--- src/rtl/core/smpc_pkg.sv ---
`timescale 1ns / 1ps
// ----------------------------------------------------------------------------
// smpc_pkg: shared types and constants of the source MAC frame counter
// Payload structs, command codes and table sizing defaults.
// ----------------------------------------------------------------------------
package smpc_pkg;

  localparam int unsigned TableEntriesDef = 256;
  localparam int unsigned MinFrameBytes   = 14;
  localparam int unsigned IntervalRst     = 20;
  localparam int unsigned CmdQDepth       = 2;
  localparam int unsigned MulticastBit    = 40;

  typedef enum logic [1:0] {
    FUNC_FRAME = 2'd0,
    FUNC_TICK  = 2'd1,
    FUNC_CLEAR = 2'd2,
    FUNC_READ  = 2'd3
  } func_e;

  typedef struct packed {
    func_e       func;
    logic [47:0] src_mac;
    logic [15:0] frame_len;
    logic        header_present;
    logic [7:0]  read_slot;
  } item_t;

  typedef struct packed {
    logic        accepted;
    logic        table_full;
    logic        slot_alloc;
    logic [7:0]  slot;
    logic        slot_valid;
    logic [47:0] slot_mac;
    logic [63:0] slot_count;
    logic [63:0] total_count;
    logic        cleared;
  } result_t;

  typedef enum logic [2:0] {
    CMD_DROP,
    CMD_FRAME,
    CMD_TICK,
    CMD_CLEAR,
    CMD_READ
  } cmd_e;

  typedef struct packed {
    cmd_e        kind;
    logic [47:0] mac;
    logic [7:0]  rslot;
  } cmd_t;

  typedef struct packed {
    logic valid;
    cmd_t cmd;
  } cmd_beat_t;

  typedef enum logic [1:0] {
    ST_IDLE,
    ST_SEARCH,
    ST_HIT,
    ST_READ
  } state_e;

endpackage

--- src/rtl/core/smpc_front.sv ---
`timescale 1ns / 1ps
// ----------------------------------------------------------------------------
// smpc_front: input classification and command queue
// Sorts each input beat into a command and holds it in a short queue.
// ----------------------------------------------------------------------------
module smpc_front import smpc_pkg::*; (
  input  logic      clk_i,
  input  logic      rst_ni,
  input  logic      push_i,
  input  item_t     item_i,
  output logic      full_o,
  output cmd_beat_t cmd_o,
  input  logic      cmd_pop_i
);

  localparam int unsigned PtrW = (CmdQDepth > 1) ? $clog2(CmdQDepth) : 1;
  localparam int unsigned CntW = $clog2(CmdQDepth + 1);

  cmd_t            q_mem_q [CmdQDepth];
  logic [PtrW-1:0] wr_ptr_q, wr_ptr_d, rd_ptr_q, rd_ptr_d;
  logic [CntW-1:0] cnt_q, cnt_d;
  logic            do_push, do_pop, frame_ok;
  cmd_t            cmd_new;

  assign full_o  = (cnt_q == CntW'(CmdQDepth));
  assign do_push = push_i && !full_o;
  assign do_pop  = cmd_pop_i && (cnt_q != '0);

  assign frame_ok = item_i.header_present &&
                    (item_i.frame_len >= 16'(MinFrameBytes)) &&
                    !item_i.src_mac[MulticastBit];

  always_comb begin
    cmd_new.mac   = item_i.src_mac;
    cmd_new.rslot = item_i.read_slot;
    case (item_i.func)
      FUNC_FRAME: cmd_new.kind = frame_ok ? CMD_FRAME : CMD_DROP;
      FUNC_TICK:  cmd_new.kind = CMD_TICK;
      FUNC_CLEAR: cmd_new.kind = CMD_CLEAR;
      FUNC_READ:  cmd_new.kind = CMD_READ;
      default:    cmd_new.kind = CMD_DROP;
    endcase
  end

  always_comb begin
    wr_ptr_d = wr_ptr_q;
    rd_ptr_d = rd_ptr_q;
    cnt_d    = cnt_q;
    if (do_push) begin
      wr_ptr_d = (wr_ptr_q == PtrW'(CmdQDepth - 1)) ? '0 : wr_ptr_q + 1'b1;
    end
    if (do_pop) begin
      rd_ptr_d = (rd_ptr_q == PtrW'(CmdQDepth - 1)) ? '0 : rd_ptr_q + 1'b1;
    end
    if (do_push && !do_pop) begin
      cnt_d = cnt_q + 1'b1;
    end else if (!do_push && do_pop) begin
      cnt_d = cnt_q - 1'b1;
    end
  end

  always_ff @(posedge clk_i or negedge rst_ni) begin
    if (!rst_ni) begin
      wr_ptr_q <= '0;
      rd_ptr_q <= '0;
      cnt_q    <= '0;
    end else begin
      wr_ptr_q <= wr_ptr_d;
      rd_ptr_q <= rd_ptr_d;
      cnt_q    <= cnt_d;
    end
  end

  always_ff @(posedge clk_i) begin
    if (do_push) begin
      q_mem_q[wr_ptr_q] <= cmd_new;
    end
  end

  assign cmd_o.valid = (cnt_q != '0);
  assign cmd_o.cmd   = q_mem_q[rd_ptr_q];

endmodule

--- config.mk ---
export PLATFORM = sky130hd
export DESIGN_NAME = smpc_front
export DESIGN_NICKNAME = d
export VERILOG_FILES = /design/src/rtl/core/smpc_pkg.sv /design/src/rtl/core/smpc_front.sv
export SDC_FILE = /design/constraint.sdc
export NUM_CORES = 1
export LEC_CHECK = 0
export BUFFER_PORTS_ARGS = -buffer_cell sky130_fd_sc_hd__buf_2
export CAP_MARGIN = 10
export CORE_MARGIN = 2
export CORE_UTILIZATION = 44
export CTS_CLUSTER_DIAMETER = 80
export DETAILED_ROUTE_END_ITERATION = 8
export GPL_TIMING_DRIVEN = 0
export PLACE_DENSITY = 0.69
export REMOVE_ABC_BUFFERS = 1
export SYNTH_ARGS = -nofsm -noshare
export SYNTH_HDL_FRONTEND = slang
export SYNTH_SLANG_ARGS = --single-unit
--- constraint.sdc ---
create_clock -name clk_i -period 5 [get_ports clk_i]
set_clock_uncertainty 0.05 [all_clocks]
set_input_delay 0.75 -clock clk_i [delete_from_list [all_inputs] [get_ports clk_i]]
set_output_delay 0.75 -clock clk_i [all_outputs]
set_load 0.02 [all_outputs]
=== After elaboration in Yosys (flattened, before gate mapping) ===
Memory sizes are Yosys's and may differ from the RTL's.
Cells that the tools add are included.

* Reduce and logical (&&, ||, !) cells: 13
* Add/subtract/negate cells: 4
* Muxes and demuxes: 8
* Order comparisons: 1
* Equal/unequal tests: 4

{| class="wikitable"
|+ Operators with widths
! cell !! count
|-
| greater-or-equal comparator 16 x 4 -> 1 bit (second input constant) || 1
|-
| case mux 3 bit (4 select lines) || 1
|-
| equality test 2 bit (second input constant) || 3
|-
| logical AND 1 bit || 6
|-
| two-way mux 1 bit || 5
|-
| zero test 1 bit || 4
|-
| two-way mux 2 bit || 2
|-
| nonzero test 2 bit || 2
|-
| adder 1 bit (second input constant) || 2
|-
| adder 2 x 1 -> 2 bit (second input constant) || 1
|-
| equality test 2 x 1 -> 1 bit (second input constant) || 1
|-
| zero test 2 bit || 1
|-
| subtractor 2 x 1 -> 2 bit (second input constant) || 1
|}

* Memories kept: 1
* Output and inout bits: 61
* Register bits: 4
* Logic and storage cells: 34
* Input bits: 79
* RAM bits: 118

{| class="wikitable"
|+ Memories
! memory !! words !! bits a word !! rd ports !! clocked after memory_dff !! wr ports !! RTL line !! RTL
|-
| q_mem_q || 2 || 59 || 1 || 0 || 1 || smpc_front.sv:19 || <nowiki>cmd_t q_mem_q [CmdQDepth];</nowiki>
|}

=== Longest topological paths before layout ===
* Depth after elaboration: 7
* Gate-level depth with buffers: 7

=== Worst setup path before layout ===
Ideal clock, no wire load.

* Kind: input -> register
* Start point: in push_i
* End point: mem q_mem_q[0][0] (netlist bit) (enable)
* Buffers on the path: 0
* Data arrival time: 3.308 ns
* Data required time: 4.474 ns
* Stages on the path: 2
* Slack: 1.166 ns
* Cell sequence: nand2_1 -> nor2_1

* Word-level cells in the longest chain between the ends: 3

{| class="wikitable"
|+ RTL lines
! what !! RTL line !! RTL
|-
| start, declared || smpc_front.sv:9 || <nowiki>input logic push_i,</nowiki>
|-
| logical AND 1 bit || smpc_front.sv:26 || <nowiki>assign do_push = push_i && !full_o;</nowiki>
|-
| two-way mux 1 bit || smpc_front.sv:75 || <nowiki>if (do_push) begin</nowiki>
|-
| two-way mux 1 bit (implied by the code) || smpc_front.sv:76 || <nowiki>q_mem_q[wr_ptr_q] <= cmd_new;</nowiki>
|-
| end, declared || smpc_front.sv:19 ||
|}

No other way between the ends.

==> flow_summary.rst <==
.. list-table::
   :header-rows: 1

   * - Metric
     - Value
   * - Overall power after layout
     - 4054 uW
   * - Most used standard cells in the synthesized netlist
     - edfxtp_1 (118), mux2_4 (59), buf_12 (6), inv_1 (5)
   * - HPWL after detailed placement
     - 5191 um
   * - Area share of the largest cell type after synthesis
     - 0.7299
   * - Worst Slack Setup Final
     - 2.093 ns
   * - Max capacitance violation total
     - 0
   * - Outcome
     - completed
   * - Sequential share of the synthesized area
     - 0.7505
   * - Placer congestion estimate
     - 0.7136
   * - Count leader, synth
     - edfxtp_1
   * - Clk root buf
     - clkbuf_8
   * - Total count of max-transition violations in the final report
     - 0
   * - Sum of met3 wire segment lengths after detailed routing
     - 614 um
   * - Clock-pin slew of the registers on the worst-case setup and hold paths
     - 0.06 ns
   * - Initial Utilization
     - 0.4498
   * - Via count of the first global-routing pass
     - 2536
   * - Number of buffers inserted by hold repair at cts
     - 1
   * - Setup repair after global routing missed its margin
     - no
   * - Largest family of logic cells by synthesized area
     - multiplexers
   * - Element type at the critical path start
     - flop
   * - Setup slack of the most critical reg-to-reg path
     - 2.91 ns
   * - Max_slew headroom
     - 0.3787
   * - Synthesis-stage register bit count
     - 122
   * - Average detailed-routed wire length per instance
     - between 15 and 20 um
   * - Total routing resource utilization after global routing
     - 0.1395
   * - Core region area
     - 10790 um^2
   * - Worst Max-Slew Pin Slew
     - between 0.9 and 1 ns
   * - Detailed Route WL
     - 7946 um
   * - Die X-Extent
     - 109.0 um
   * - Final critical-path share of the clock period
     - 0.5814
   * - Number of sinks driven by the clock tree
     - 122
   * - Share of synthesized cell area in and, or, nand and nor gates
     - 0.01495
   * - CTS tree
     - yes
   * - Maximum vdd ir drop
     - 0.3955 mV
   * - Highest metal layer used by the detailed router
     - met4
   * - Pwr Density
     - 645.1 nW/um^2
   * - Synth Area in Adders
     - 0.01031
   * - DP Worst Slack
     - 2.577 ns
   * - WP data arrival
     - approximately 2.1 ns
   * - Maximum clock rate
     - 344.0 MHz
   * - Multiplexer area fraction after synthesis
     - 0.1825
   * - Routed Antenna Nets
     - 0
   * - Number of top-level pins
     - between 100 and 150
   * - Routed vias
     - 2460
   * - Antenna violations before repair
     - 0
   * - Static leakage power
     - 0.002595 uW
   * - Minimum clock period after layout
     - 2.907 ns
   * - Combined area of all synthesized cells
     - around 5000 um^2
   * - TritonCTS Buffers
     - 17
   * - Die ar.
     - between 10000 and 15000 um^2
   * - Number of DRC markers in iteration 0
     - 85
   * - Parity-gate share of the synthesized area counting xor and xnor cells
     - 0.009021
   * - Share of layout cells above drive strength 1
     - 0.6047
   * - Area growth from synthesis to layout
     - 29.46%
   * - Worst Path Class, Setup
     - flop to output pin
   * - Multi-input combinational cell area
     - ~1100 um^2
   * - Die extent in y
     - between 100 and 150 um
   * - Number of remaining DRC errors
     - 0
   * - Number of detailed-route iterations in the first pass
     - 7
   * - CP Max Fanout
     - 36
   * - DR WL met2
     - 4189 um
   * - Most common flop cell mapped by yosys
     - edfxtp_1
   * - Setup Buffers After CTS
     - 0
   * - Maximum clock insertion buffer count
     - 2
   * - Number of enable flip-flop cells after synthesis
     - ~120
   * - Routed via count divided by cell count
     - 4.713
   * - Maximum number of pins on one net before global-route repair
     - 60
   * - Compound-Gate Fraction of Synth Area
     - 0.001804
   * - Required time of the worst setup path
     - roughly 4.2 ns
   * - Final setup viols
     - 0
   * - Number of diodes
     - 0
   * - Final-layout fill cell count
     - between 800 and 900
   * - Number of core rows
     - 38
   * - Mean Syn Cell Area
     - 22.48 um^2
   * - Wire length on met1
     - ~3000 um
   * - HP Class
     - input pin to flop
   * - Design Area, Final
     - 6285 um^2
   * - Quantity of gates resized following cts
     - 0
   * - Post-synthesis cell type count
     - 19
   * - Post-Syn Instances
     - about 220
   * - Number of warnings printed during yosys synthesis
     - 0
   * - Storage cell area
     - between 3000 and 4000 um^2
   * - Count of H-tree levels built during CTS
     - 4
   * - Number of port buffers
     - 138
   * - Area after DPL
     - around 5700 um^2
   * - Clock latency on the worst-skew pair
     - roughly 0.50 ns
   * - Type of destination of the critical path
     - output pin
   * - Share of async-settable or async-resettable flops after synthesis
     - 0.03279
   * - Overflow left after global routing
     - 0
   * - Leading cell types by total area after synthesis
     - edfxtp_1 (73%), mux2_4 (18%), buf_12 (2.5%)
   * - Fin nets
     - 452
   * - Wire length of the first global-routing pass
     - 12090 um
   * - Number of hold violations in the final report
     - 0
   * - Cell type with the largest total area after synthesis
     - edfxtp_1
   * - Final-layout setup total negative slack
     - 0 ns
[final timing paths]
check	from	to	depth (start not counted)
min reg2reg	cnt_q[1]	cnt_q[1]	1
max	rd_ptr_q	cmd_o[50]	3
max in group asynchronous	rst_ni	rd_ptr_q	2
max reg2reg	cnt_q[0]	q_mem_q[0][12]	4
min	item_i[35]	q_mem_q[0][18]	1
min in group asynchronous	rst_ni	cnt_q[0]	2
[metrics by stage]
stage	std cells	util	hold slack (ns)
final	522	0.5823	0.3798
after global routing	522	0.5823	0.3465
after floorplan	209	-	0.4044
after CTS	522	0.5823	0.3488
after detailed placement	489	0.5238	0.4371
after global placement	487	0.5179	0.4235
[metal layers]
layer	up-vias	GRT usage
met3	8	0.05499
met1	1202	0.1533
met4	0	0.06593
met5	-	0
met2	96	0.2365
li1	1154	-
[cells in the final DEF, fill, tap and decap left out]
cell type | synthesis | routed
nand2_1 | 2 | 2
clkinv_4 | 0 | 2
and4_1 | 1 | 1
clkinv_2 | 0 | 2
dfrtp_4 | 0 | 1
ha_1 | 4 | 4
or2_1 | 1 | 1
buf_12 | 6 | 1
nor4_1 | 3 | 3
xnor2_1 | 3 | 3
nand3_1 | 1 | 1
and3_4 | 0 | 1
edfxtp_1 | 118 | 118
nor2_1 | 2 | 1
clkinvlp_4 | 0 | 2
nand2b_1 | 1 | 1
dfrtp_1 | 4 | 3
clkbuf_16 | 0 | 16
buf_2 | 0 | 138
xor2_1 | 2 | 2
dlygate4sd3_1 | 0 | 1
inv_1 | 5 | 5
clkbuf_1 | 0 | 2
nand2_2 | 1 | 1
buf_16 | 0 | 1
o32ai_1 | 1 | 1
nor2_4 | 0 | 1
mux2_4 | 59 | 59
clkbuf_8 | 0 | 1
clkinv_1 | 0 | 2
bufinv_16 | 0 | 5
[final cells by class]
cell class                      count  share of cell area
Tap cell                          140             0.02787
Inverter                            5            0.002986
Timing Repair Buffer              141              0.1191
Clock buffer                       19             0.06709
Sequential cell                   122              0.5803
Clock inverter                     13             0.03185
Multi-Input combinational cell     82              0.1708
[where the power goes]
group / internal [uW] / leakage (uW) / switching (uW)
Sequential: 1410 / 0.00114 / 121
Clock: 854 / 0.000297 / 411
Combinational: 592 / 0.00116 / 669
[worst max-delay path, stage by stage, from the launching register on]
cell,delay (ns)
dfrtp_4,0.74
buf_16,0.31
mux2_4,0.34
buf_2,0.16
[flip-flops by register name, summed over array words and instances, names as in the netlist]
register	flops
q_mem_q	118
rd_ptr_q	1
wr_ptr_q	1
cnt_q	2
[logic make-up (layout without fill, tap and decap cells)]
kind of cell,after synthesis,in the layout
flops,122,122
xor+xnor,5,5
buf+inv,12,178
simple gates,13,13
fa+ha+maj,4,4
mux,59,59
compound gates,1,1
Power figures use the tool's default switching activity.
